File: src/hdl/bdl_pkg.sv
// Shared types and codes of the bounded deque list.
package bdl_pkg;

	localparam int unsigned DEPTH_DEFAULT = 16;

	localparam int unsigned FUNC_W = 3;
	localparam int unsigned STAT_W = 2;
	localparam int unsigned VAL_W  = 32;
	localparam int unsigned LEN_W  = 5;

	typedef logic [FUNC_W-1:0]       func_t;
	typedef logic [STAT_W-1:0]       status_t;
	typedef logic signed [VAL_W-1:0] val_t;
	typedef logic [LEN_W-1:0]        len_t;

	// Operation codes
	localparam func_t FN_PUSH_FRONT = 3'd0;
	localparam func_t FN_PUSH_BACK  = 3'd1;
	localparam func_t FN_POP_FRONT  = 3'd2;
	localparam func_t FN_POP_BACK   = 3'd3;
	localparam func_t FN_DUMP       = 3'd4;

	// Status codes
	localparam status_t ST_OK    = 2'd0;
	localparam status_t ST_EMPTY = 2'd1;
	localparam status_t ST_FULL  = 2'd2;

	typedef struct packed {
		func_t func;
		val_t  value;
	} req_item_t;

	typedef struct packed {
		status_t status;
		val_t    value_out;
		len_t    length;
		logic    last;
	} rsp_item_t;

endpackage

File: src/hdl/bounded_deque_list.sv
// Bounded double-ended list of signed words kept in a ring buffer memory.
//
//  channel | direction | handshake         | payload
//  --------+-----------+-------------------+------------------------------------
//  req     | in        | req_valid/req_stall | func, value
//  rsp     | out       | rsp_valid/rsp_stall | status, value_out, length, last
//
// Flow: an item is taken in idle and executed once the output register is
// free. A pop waits in a read-wait state for the memory read data; a dump
// gives one entry per cycle from the single read port, unless stalled.
// Reset: clears the length and the front pointer; the entry memory is not
// cleared, as only entries inside the list are ever read.
// Stalls: a result waits in the output register; execution holds while the
// output register is full and stalled.
module bounded_deque_list #(
	parameter int unsigned DEPTH = bdl_pkg::DEPTH_DEFAULT
) (
	input  logic                 clk,
	input  logic                 arst_n,
	input  logic                 req_valid,
	output logic                 req_stall,
	input  bdl_pkg::req_item_t   req,
	output logic                 rsp_valid,
	input  logic                 rsp_stall,
	output bdl_pkg::rsp_item_t   rsp
);

	localparam int unsigned PW = (DEPTH > 1) ? $clog2(DEPTH) : 1;
	localparam int unsigned CW = $clog2(DEPTH + 1);
	localparam logic [PW-1:0] LAST_IDX = PW'(DEPTH - 1);
	localparam logic [CW-1:0] FULL_CNT = CW'(DEPTH);
	localparam logic [CW:0]   WRAP_SUM = (CW+1)'(DEPTH);

	typedef enum logic [1:0] {
		S_IDLE,
		S_EXEC,
		S_RDWAIT,
		S_DUMP
	} state_t;

	state_t              state_q;
	bdl_pkg::func_t      op_q;
	bdl_pkg::val_t       val_q;
	logic [PW-1:0]       front_q;
	logic [CW-1:0]       count_q;
	logic [PW-1:0]       dptr_q;
	logic [CW-1:0]       idx_q;
	logic                rsp_valid_q;
	bdl_pkg::rsp_item_t  rsp_q;

	// Entry memory: one write port, one registered read port
	logic [bdl_pkg::VAL_W-1:0] mem [DEPTH];
	logic [bdl_pkg::VAL_W-1:0] rd_q;

	logic          out_free;
	logic          is_empty;
	logic          is_full;
	logic          dump_last;
	logic          rsp_load;
	logic [CW:0]   sum_tail;
	logic [CW:0]   sum_back;
	logic [PW-1:0] tail_idx;
	logic [PW-1:0] back_idx;
	logic          wr_en;
	logic [PW-1:0] wr_addr;
	logic          rd_en;
	logic [PW-1:0] rd_addr;

	function automatic logic [PW-1:0] ptr_inc(input logic [PW-1:0] p);
		ptr_inc = (p == LAST_IDX) ? '0 : PW'(p + 1'b1);
	endfunction

	function automatic logic [PW-1:0] ptr_dec(input logic [PW-1:0] p);
		ptr_dec = (p == '0) ? LAST_IDX : PW'(p - 1'b1);
	endfunction

	function automatic bdl_pkg::rsp_item_t mk_rsp(
		input bdl_pkg::status_t st,
		input bdl_pkg::val_t    v,
		input logic [CW-1:0]    len,
		input logic             lst
	);
		bdl_pkg::rsp_item_t r;
		r.status    = st;
		r.value_out = v;
		r.length    = bdl_pkg::len_t'(len);
		r.last      = lst;
		mk_rsp = r;
	endfunction

	assign out_free  = !rsp_valid_q || !rsp_stall;
	assign is_empty  = (count_q == '0);
	assign is_full   = (count_q >= FULL_CNT);
	assign dump_last = (CW'(idx_q + 1'b1) == count_q);

	// Slot after the back entry, and the back entry itself, modulo DEPTH
	always_comb begin
		sum_tail = (CW+1)'(front_q) + (CW+1)'(count_q);
		sum_back = sum_tail - 1'b1;
		tail_idx = (sum_tail >= WRAP_SUM) ? PW'(sum_tail - WRAP_SUM) : PW'(sum_tail);
		back_idx = (sum_back >= WRAP_SUM) ? PW'(sum_back - WRAP_SUM) : PW'(sum_back);
	end

	// A result enters the output register this cycle; a pop or dump of a
	// non-empty list first waits for the read data in the read-wait or dump state
	always_comb begin
		rsp_load = 1'b0;
		case (state_q)
			S_EXEC: begin
				rsp_load = out_free && (is_empty || !(op_q inside {bdl_pkg::FN_POP_FRONT,
					bdl_pkg::FN_POP_BACK, bdl_pkg::FN_DUMP}));
			end
			S_RDWAIT, S_DUMP: begin
				rsp_load = out_free;
			end
			default: begin
				rsp_load = 1'b0;
			end
		endcase
	end

	// Memory port control; reads and writes never fall in the same cycle
	always_comb begin
		wr_en   = 1'b0;
		wr_addr = tail_idx;
		rd_en   = 1'b0;
		rd_addr = front_q;
		case (state_q)
			S_EXEC: begin
				if (out_free) begin
					case (op_q)
						bdl_pkg::FN_PUSH_FRONT: begin
							wr_en   = !is_full;
							wr_addr = ptr_dec(front_q);
						end
						bdl_pkg::FN_PUSH_BACK: begin
							wr_en   = !is_full;
							wr_addr = tail_idx;
						end
						bdl_pkg::FN_POP_FRONT: begin
							rd_en   = !is_empty;
							rd_addr = front_q;
						end
						bdl_pkg::FN_POP_BACK: begin
							rd_en   = !is_empty;
							rd_addr = back_idx;
						end
						bdl_pkg::FN_DUMP: begin
							rd_en   = !is_empty;
							rd_addr = front_q;
						end
						default: begin
							rd_en = 1'b0;
						end
					endcase
				end
			end
			S_DUMP: begin
				rd_en   = out_free && !dump_last;
				rd_addr = dptr_q;
			end
			default: begin
				rd_en = 1'b0;
			end
		endcase
	end

	always_ff @(posedge clk) begin
		if (wr_en) begin
			mem[wr_addr] <= val_q;
		end
	end

	always_ff @(posedge clk) begin
		if (rd_en) begin
			rd_q <= mem[rd_addr];
		end
	end

	// Sequencer: holds state, list pointers and the output register
	always_ff @(posedge clk or negedge arst_n) begin
		if (!arst_n) begin
			state_q     <= S_IDLE;
			op_q        <= '0;
			val_q       <= '0;
			front_q     <= '0;
			count_q     <= '0;
			dptr_q      <= '0;
			idx_q       <= '0;
			rsp_valid_q <= 1'b0;
			rsp_q       <= '0;
		end else begin
			// load a new result, hold a stalled one, drop one once taken
			rsp_valid_q <= rsp_load || (rsp_valid_q && rsp_stall);
			case (state_q)
				S_IDLE: begin
					if (req_valid) begin
						op_q    <= req.func;
						val_q   <= req.value;
						state_q <= S_EXEC;
					end
				end
				S_EXEC: begin
					if (out_free) begin
						case (op_q)
							bdl_pkg::FN_PUSH_FRONT, bdl_pkg::FN_PUSH_BACK: begin
								state_q <= S_IDLE;
								if (is_full) begin
									rsp_q <= mk_rsp(bdl_pkg::ST_FULL, '0, count_q, 1'b1);
								end else begin
									if (op_q == bdl_pkg::FN_PUSH_FRONT) begin
										front_q <= ptr_dec(front_q);
									end
									count_q <= CW'(count_q + 1'b1);
									rsp_q   <= mk_rsp(bdl_pkg::ST_OK, '0,
										CW'(count_q + 1'b1), 1'b1);
								end
							end
							bdl_pkg::FN_POP_FRONT, bdl_pkg::FN_POP_BACK: begin
								if (is_empty) begin
									rsp_q   <= mk_rsp(bdl_pkg::ST_EMPTY, '0, '0, 1'b1);
									state_q <= S_IDLE;
								end else begin
									if (op_q == bdl_pkg::FN_POP_FRONT) begin
										front_q <= ptr_inc(front_q);
									end
									count_q <= CW'(count_q - 1'b1);
									state_q <= S_RDWAIT;
								end
							end
							bdl_pkg::FN_DUMP: begin
								if (is_empty) begin
									rsp_q   <= mk_rsp(bdl_pkg::ST_EMPTY, '0, '0, 1'b1);
									state_q <= S_IDLE;
								end else begin
									dptr_q  <= ptr_inc(front_q);
									idx_q   <= '0;
									state_q <= S_DUMP;
								end
							end
							default: begin
								// unused codes: report the length and move on
								rsp_q   <= mk_rsp(bdl_pkg::ST_OK, '0, count_q, 1'b1);
								state_q <= S_IDLE;
							end
						endcase
					end
				end
				S_RDWAIT: begin
					if (out_free) begin
						rsp_q   <= mk_rsp(bdl_pkg::ST_OK, bdl_pkg::val_t'(rd_q),
							count_q, 1'b1);
						state_q <= S_IDLE;
					end
				end
				S_DUMP: begin
					// emit one entry and, unless it is the last, advance the read pointer
					if (out_free) begin
						rsp_q <= mk_rsp(bdl_pkg::ST_OK, bdl_pkg::val_t'(rd_q),
							count_q, dump_last);
						if (dump_last) begin
							state_q <= S_IDLE;
						end else begin
							dptr_q <= ptr_inc(dptr_q);
							idx_q  <= CW'(idx_q + 1'b1);
						end
					end
				end
				default: begin
					state_q <= S_IDLE;
				end
			endcase
		end
	end

	assign req_stall = (state_q != S_IDLE);
	assign rsp_valid = rsp_valid_q;
	assign rsp       = rsp_q;

	a_count_bound: assert property (@(posedge clk) disable iff (!arst_n)
		count_q <= FULL_CNT)
		else $error("entry count beyond depth");

	a_full_len: assert property (@(posedge clk) disable iff (!arst_n)
		rsp_valid && rsp.status == bdl_pkg::ST_FULL |-> rsp.length == bdl_pkg::len_t'(DEPTH))
		else $error("full status with list not full");

	a_empty_res: assert property (@(posedge clk) disable iff (!arst_n)
		rsp_valid && rsp.status == bdl_pkg::ST_EMPTY |-> rsp.length == '0 && rsp.value_out == '0
			&& rsp.last)
		else $error("empty status with bad fields");

	a_dump_idx: assert property (@(posedge clk) disable iff (!arst_n)
		state_q == S_DUMP |-> idx_q < count_q)
		else $error("dump index past list end");

endmodule

File: config.mk
export PLATFORM = sky130hd
export DESIGN_NAME = bounded_deque_list
export DESIGN_NICKNAME = d
export VERILOG_FILES = /design/src/hdl/bdl_pkg.sv /design/src/hdl/bounded_deque_list.sv
export SDC_FILE = /design/constraint.sdc
export NUM_CORES = 1
export LEC_CHECK = 0
export ABC_AREA = 1
export BUFFER_PORTS_ARGS = -buffer_cell sky130_fd_sc_hd__buf_2
export CELL_PAD_IN_SITES_DETAIL_PLACEMENT = 1
export CELL_PAD_IN_SITES_GLOBAL_PLACEMENT = 1
export CORE_UTILIZATION = 30
export DETAILED_ROUTE_END_ITERATION = 10
export HOLD_SLACK_MARGIN = 0.02
export PLACE_DENSITY_LB_ADDON = 0.05
export SYNTH_ARGS = -nofsm -noshare
export SYNTH_HDL_FRONTEND = slang
export SYNTH_SLANG_ARGS = --single-unit
export TNS_END_PERCENT = 50
File: constraint.sdc
create_clock -name clk -period 8 [get_ports clk]
set_input_delay 0.8 -clock clk [delete_from_list [all_inputs] [get_ports clk]]
set_output_delay 0.8 -clock clk [all_outputs]
set_load 0.05 [all_outputs]
# Yosys cells after proc, flatten, opt, wreduce, memory -nomap -nowiden
# Memory sizes are Yosys's and may differ from the RTL's. A register that Yosys moved wholly into a read port is not among the register bits.
# Cells that the tools add are included.
# op_classes
order_cmp	3
div	0
shift	0
n_eq_ne	23
add_sub_neg	10
n_reduce_logical	31
mul	0
bitwise_logic	0
mux	56
# op_table
op	count
two-way mux 40 bit	5
one-hot mux 40 bit (3 select lines)	1
one-hot mux 40 bit (2 select lines)	1
two-way mux 4 bit	19
two-way mux 5 bit	7
one-hot mux 4 bit (2 select lines)	3
!= test 2 bit (second input constant)	11
one-hot mux 5 bit (2 select lines)	2
AND reduction 5 bit	3
two-way mux 2 bit	7
greater-or-equal comparator 6 x 5 -> 1 bit (second input constant)	2
subtractor 4 x 1 -> 4 bit (second input constant)	3
adder 5 x 1 -> 5 bit (second input constant)	2
adder 4 x 1 -> 4 bit (second input constant)	2
equality test 4 bit (second input constant)	2
one-hot mux 2 bit (4 select lines)	1
two-way mux 1 bit	7
AND reduction 7 bit	1
adder 4 x 5 -> 6 bit	1
equality test 3 x 2 -> 1 bit (second input constant)	2
zero test 1 bit	6
AND reduction 6 bit	1
nonzero test 2 bit	3
nonzero test 3 bit	2
21 further kinds	29
# totals
memories	1
mem_bits_ro	0
mem_bits_rw	512
reg_bits	96
latch_bits	0
out_inout_bits	42
# memory_table
name	words	width	rd	rd_clocked_by_memory_dff	wr	line_no	text
mem	16	32	1	1	1	bounded_deque_list.sv:52	logic [bdl_pkg::VAL_W-1:0] mem [DEPTH];

# Longest topological paths before layout
# Gate-level depths: netlist (run 1).
# logic_depth
ltp_word	7
depth_mapped	15
ltp_nobuf	13

# Worst setup path after synthesis (run 1)
# No wires, ideal clock.
# synth_timing
path_type	register -> register
from	reg count_q[0]
to	reg rd_q[0] (netlist bit) (read register of mem) (enable)
required_time_ps	7534
stages_incl_launch_ff	12
setup_time_ps	466
path_slack_ps	3695
n_path_buf	1
t_arrival_ps	3839
cell_sequence	dfrtp_1 -> inv_1 -> ha_1 -> nand3_1 -> nor2_1 -> inv_1 -> o21ai_0 -> inv_1 -> nand2_1 -> nand3_2 -> clkbuf_1 -> o21ai_0
# synth_via
elab_cells_between_ends	16
# synth_lines
element	line_no	text
from (decl)	bounded_deque_list.sv:45	logic [CW-1:0] count_q;
from (signal assigned)	bounded_deque_list.sv:214	count_q <= CW'(count_q + 1'b1);
from (signal assigned)	bounded_deque_list.sv:227	count_q <= CW'(count_q - 1'b1);
zero test 5 bit	bounded_deque_list.sv:92	assign is_empty = (count_q == '0);
zero test 1 bit	bounded_deque_list.sv:141, bounded_deque_list.sv:145, bounded_deque_list.sv:149	
two-way mux 1 bit	-	
two-way mux 1 bit	bounded_deque_list.sv:130	if (out_free) begin
one-hot mux 1 bit (2 select lines) *	bounded_deque_list.sv:128	case (state_q)
net rd_en	bounded_deque_list.sv:66	logic rd_en;
to (decl)	bounded_deque_list.sv:53	logic [bdl_pkg::VAL_W-1:0] rd_q;
# The timed path passes the listed nets; every way through them passes the cells marked *.
# A chain may end at the register's enable or synchronous reset.

# Worst setup path in the final report (run 1)
# layout_timing
from	reg count_q[0]
to	reg rd_q[12] (netlist bit) (read register of mem), data pin
# layout_via
elab_chain_cells	7
elab_cells_between_ends	16
# layout_rtl
element	line_no	text
adder 4 x 5 -> 6 bit	bounded_deque_list.sv:98	sum_tail = (CW+1)'(front_q) + (CW+1)'(count_q);
subtractor 6 x 1 -> 6 bit	bounded_deque_list.sv:99	sum_back = sum_tail - 1'b1;
greater-or-equal comparator 6 x 5 -> 1 bit / subtractor 4 x 1 -> 4 bit (equally long branches)	bounded_deque_list.sv:101	back_idx = (sum_back >= WRAP_SUM) ? PW'(sum_back - WRAP_SUM) : PW'(sum_back);
two-way mux 4 bit	bounded_deque_list.sv:101	
two-way mux 4 bit	bounded_deque_list.sv:131	case (op_q)
two-way mux 4 bit	bounded_deque_list.sv:130	
one-hot mux 4 bit (2 select lines)	bounded_deque_list.sv:128	
# Parallel ways exist; a longest one is shown, timed or not.

==> results of run 1 <==
metrics by stage:
step	utilization, %	std cells	worst slack (ns)	cell area (µm²)	hold WS (ns)
after floorplan	-	2451	3.70	27800	0.468
after global placement	32.1	3604	3.25	29400	0.469
after detailed placement	32.1	3604	3.27	29400	0.478
after CTS	34.9	3751	3.59	32000	0.143
after global routing	34.9	3751	3.37	32000	0.166
final	34.9	3751	3.64	32000	0.160
flip-flops by register name (all words and copies together), names as in the netlist:
signal and cells:
front_q 4, count_q 5, mem 512, rsp 40, dptr_q 4, rd_q 32
rsp_valid 1, idx_q 5, op_q 3, val_q 32, state_q 2
worst reg2reg max path, stage by stage (launching register included):
cell,delay (ns)
dfrtp_1,0.49
ha_1,0.26
fa_1,0.52
inv_1,0.07
ha_1,0.31
nand4_1,0.17
nand2_1,0.12
a21oi_4,0.80
buf_4,0.93
nand2_1,0.24
nand3_1,0.12
nand3_1,0.08
nand2_1,0.11
power breakdown:
part	switching (mW)	internal, mW
clock network	1.44	2.15
logic	3.57	1.33
registers	0.589	4.44
synthesized netlist by cell type (4+ instances only):
library cell	instances
edfxtp_1	544
nor2_1	48
xnor2_1	4
a21oi_1	14
mux2_2	34
nand3_1	500
clkbuf_1	25
a32o_1	32
o21ai_0	33
xor2_1	9
buf_4	16
ha_1	11
dfrtp_1	96
buf_1	7
nand2_1	508
nand3b_1	161
o22ai_1	6
inv_1	266
buf_2	97
inv_2	5
nor3_1	4
worst min-delay path by stage:
stage / from / cells after the start / to / slack, ns
CTS: arst_n / 1 / val_q[4] / 0.14
floorplan: idx_q[4] / 2 / idx_q[4] / 0.47
finish: arst_n / 1 / val_q[4] / 0.16
global placement: rsp[4] / 2 / rsp[4] / 0.47
global route: arst_n / 1 / val_q[4] / 0.17
detailed placement: rsp[38] / 1 / rsp[38] / 0.48
routing by layer:
layer	vias to the layer above	global-route usage (%)	part of all wire, %
met2	303	32.7	48
met3	116	2.50	3.0
li1	8577	-	-
met1	9608	26.1	47
met4	0	5.56	2.4
met5	-	0	0
cell families (layout without fill, tap and decap cells):
logic type               count (synthesis)  count (layout)  synth area share, %
multiplexers                            34              34                 1.38
flip-flops                             640             640                 67.5
buffers and inverters                  423             537                 6.47
XOR/XNOR                                13              13                0.410
adder cells (fa/ha/maj)                 12              12                0.568
AND/OR/NAND/NOR                       1234            1234                 21.3
AO/OA/AOI/OAI                           95              95                 2.37
cell type report:
cell class	instances	area, µm²	area share [%]
flip-flops and latches	640	18700	58.6
multi-input cells	1388	7440	23.3
clock buffers	114	2290	7.17
well taps	1186	1480	4.64
inverters	273	1030	3.23
repair buffers	117	697	2.18
clock inverters	33	297	0.927
==> out/metrics.yaml, run 1 <==
setup_path:
  r2r.worst_path.cells: 12
  crit_required_ns: 8.48
  startpoint: "count_q[0]"
  critPathSlowestCell: "buf_4"
  cp_num_cells: 12
  crit_path_end: "rd_q[12]"
  cp_cell_sequence: "ha_1, fa_1, inv_1, ha_1, nand4_1, nand2_1, a21oi_4, buf_4, nand2_1, nand3_1, nand3_1, nand2_1"
  cp_top_family: "adder cells"
  crit_type: "reg -> reg"
  reg2reg_from: "count_q[0]"
  path_common_cell: "nand2_1"
  r2r_end: "rd_q[12]"
  cp_num_buf_inv: 2
  path_max_fanout: 65
  critPathLaunchType: "flop"
  critPathMaxStageDelay_ns: 0.93
  crit_path_end_kind: "flop"
  regToRegSetupSlack_ns: 3.64
  cp.arrival_ns: 4.84
grt:
  grt_use_total_pct: 19.4
  grt_first_pass_wirelength_um: 133000
  antenna_found_initial: 0
  grt_pass1_vias: 19300
  grt_max_degree: 137
  overflow: 0
yosys:
  synthFlopType: "edfxtp_1"
  synthDistinctLibCells: 40
  postSynth.asyncResetShare_pct: 15.0
  ys_seq_area_share_pct: 67.5
  yosysWarnings: 0
  synth_fp_nets: 2502
  syn_area_per_cell_um2: 11.3
  netlist_area_mm2: 0.0278
  ys_ff_latch: 640
  synth_edf_count: 544
  yosysTopAreaCell: "edfxtp_1"
  synthCells: 2451
  yosys-top-cells-area: "edfxtp_1 59%, nand3_1 9.0%, dfrtp_1 8.7%"
  yosysTopAreaCellShare_pct: 58.8
timing:
  rsz0062_at_grt: "false"
  worstMarginPinSlew_ns: 1.14
  finClkSkew_ns: 0.0163
  hold_violations: 0
  final.setup.tns_ns: 0
  timing.final.crit_share_pct: 54.5
  relSlewSlack_pct: 23.9
  final-setup-viol-count: 0
  fmax_mhz: 229
  drv_slew: 0
  finalCriticalPeriod_ns: 4.36
place:
  gp_congestion: 0.743
  port_buffers: 80
  hpwl_um: 44600
clock_network:
  ctsHoldBuffers: 0
  path_clk_slew_ns: 0.06
  clk_path_buf_depth: 3
  htreeDepth: 3
  cts_inserted_buffers: 79
  cts_resized: 0
  cts_setup_buffers: 0
  clockRootBuffer: "clkbuf_16"
  cts_sinks: 640
  cts_tree: "built"
  clk_latency_ns: 0.63
route:
  wl_per_cell_um: 24.1
  dr.pass1.iters: 5
  via_count: 18600
  route.detailed.drc: 0
  vias_per_cell: 4.96
  detail-route-antenna-nets: 0
  drt_iter0_markers: 1275
  drt_wl_total_um: 90300
power:
  power_mw: 13.5
  vdd_drop_max_mv: 0.303
  power_leakage_nw: 12.6
  power_density_mw_per_mm2: 423
min_path:
  min_path_type: "in -> async"
finish:
  layout_common_cells: "544 x edfxtp_1, 505 x nand2_1, 499 x nand3_1, 266 x inv_1, 161 x nand3b_1"
  antenna_cells: 0
  area_growth_pct: 15.2
  layout-drive-gt1-share_pct: 11.9
  fillers: 9940
  final_common_cell: "edfxtp_1"
  num-nets-final: 2550
floorplanning:
  num_io_pins: 81
  start_util_pct: 30.3
  coreArea_mm2: 0.0917
  die_w_um: 306
  die_y_um: 306
  die-area_mm2: 0.0938
  placementRows: 111
status:
  status: "finished, final reports clean"
job:
  drv_cap: 0
No activity file was read; power rests on OpenSTA's default activity.
==> run 2, diff against run 1 <==
- clock period: 8 -> 4.25 ns (I/O delays scaled with it)
==> run 2 against run 1 <==
  * Via count grew 0.85%
  * Routed wire length grew 2.3%
  * Cell count grew 1.3%
  * Register-to-register slack lost 2.8 ns
  * Combinational power grew 97%
  * Global-route usage grew 0.42 points
  * Utilization grew 0.66 points
  * Worst hold slack lost 0.096 ns
  * Clock skew grew 0.0056 ns
  * Power grew 90%
  * Cell area grew 1.9%
  * Largest cell class unchanged
==> out/metrics.yaml, run 2 (same netlist as run 1, synthesis figures left out) <==
route:
  detail-route-antenna-nets: 0
  wl_per_cell_um: 24.3
  dr.pass1.iters: 5
  drt_iter0_markers: 1234
  vias_per_cell: 4.94
  route.detailed.drc: 0
  drt_wl_total_um: 92400
  via_count: 18800
clock_network:
  clockRootBuffer: "clkbuf_16"
  clk_path_buf_depth: 3
  cts_sinks: 640
  cts_resized: 0
  clk_latency_ns: 0.62
  ctsHoldBuffers: 27
  cts_tree: "built"
  path_clk_slew_ns: 0.06
  htreeDepth: 3
  cts_inserted_buffers: 78
  cts_setup_buffers: 0
timing:
  timing.final.crit_share_pct: 79.7
  hold_violations: 0
  worstMarginPinSlew_ns: 0.906
  relSlewSlack_pct: 39.2
  finalCriticalPeriod_ns: 3.39
  finClkSkew_ns: 0.0218
  fmax_mhz: 295
  whs_ns: 0.0640
  final.setup.tns_ns: 0
  rsz0062_at_grt: "false"
  final-setup-viol-count: 0
  drv_slew: 0
setup_path:
  regToRegSetupSlack_ns: 0.86
  critPathLaunchType: "flop"
  crit_type: "reg -> reg"
  crit_required_ns: 4.74
  startpoint: "count_q[0]"
  crit_path_end_kind: "flop"
  cp.arrival_ns: 3.87
  r2r.worst_path.cells: 11
  reg2reg_from: "count_q[0]"
  path_max_fanout: 128
  r2r_end: "rd_q[31]"
floorplanning:
  die_w_um: 306
  coreArea_mm2: 0.0917
  die_y_um: 306
  placementRows: 111
  start_util_pct: 30.3
  die-area_mm2: 0.0938
  num_io_pins: 81
finish:
  final_common_cell: "edfxtp_1"
  seqCellArea_mm2: 0.0187
  fillers: 9941
  antenna_cells: 0
  num-nets-final: 2600
  multi_input_area_mm2: 0.00743
  area_growth_pct: 17.4
  layout-drive-gt1-share_pct: 12.0
  top_register: "mem"
  fin_util_pct: 35.5
  final_area_mm2: 0.0326
  layout_common_cells: "544 x edfxtp_1, 505 x nand2_1, 499 x nand3_1, 266 x inv_1, 161 x nand3b_1"
  largest_register_ffs: 512
grt:
  grt_max_degree: 161
  antenna_found_initial: 0
  grt_pass1_vias: 19700
  overflow: 0
  grt_first_pass_wirelength_um: 136000
  grt_use_total_pct: 19.8
job:
  drv_cap: 0
place:
  port_buffers: 80
  gp_congestion: 0.770
  dpl_cell_area_mm2: 0.0299
  hpwl_um: 49400
power:
  vdd_drop_max_mv: 0.524
  power_leakage_nw: 12.8
  power_density_mw_per_mm2: 787
min_path:
  min_to: "val_q[20]"
  hold_start: "req[20]"
  hold_path_depth: 2
  min_path_type: "in -> reg"
status:
  status: "finished, final reports clean"
[run 2: how the worst max path moves through the flow]
stage / to / slack [ns]
2_1_floorplan: mem[4][0] / 0.75
3_3_place_gp: rd_q[31] / 0.94
3_5_place_dp: mem[13][5] / 0.91
4_1_cts: rd_q[14] / 0.88
5_1_grt: rd_q[31] / 0.70
6_report: rd_q[31] / 0.86
[run 2: area by class of cell]
| type | count | share of cell area, % |
|---|---|---|
| clock buffer | 111 | 6.69 |
| clock inverter | 32 | 0.737 |
| inverter | 273 | 3.17 |
| multi-input combinational | 1388 | 22.8 |
| sequential | 640 | 57.5 |
| tap | 1186 | 4.55 |
| timing repair buffer | 168 | 4.52 |
[run 2: through the flow]
stage / cells / power [mW] / setup WS (ns)
final: 3798 / 25.6 / 0.862
after global routing: 3798 / 27.2 / 0.697
after CTS: 3798 / 26.1 / 0.876
after detailed placement: 3628 / 19.5 / 0.905
after global placement: 3628 / 19.4 / 0.937
after floorplan: 2451 / 15.5 / 0.749
[run 2: power by group]
group          leakage (nW)  internal, mW  switching [mW]
sequential             6.10          8.35            1.22
combinational          5.57          2.85            6.78
clock                  1.18          3.75            2.68
[run 2: critical path, stage by stage, from the launching register on]
cell     delay, ns
dfrtp_1       0.47
ha_1          0.25
fa_1          0.55
inv_1         0.08
ha_1          0.30
nand4_1       0.17
nand3_4       0.15
buf_12        0.61
nand3_1       0.32
nand3_1       0.14
nand3_1       0.08
nand2_1       0.07
[run 2: layer usage]
layer,wire [µm],track usage [%],up-vias,part of all wire (%)
li1,-,-,8680,-
met4,1710,4.85,0,1.8
met1,42700,26.9,9699,46
met2,44900,33.5,283,49
met3,3190,2.55,100,3.4
met5,0,0,-,0
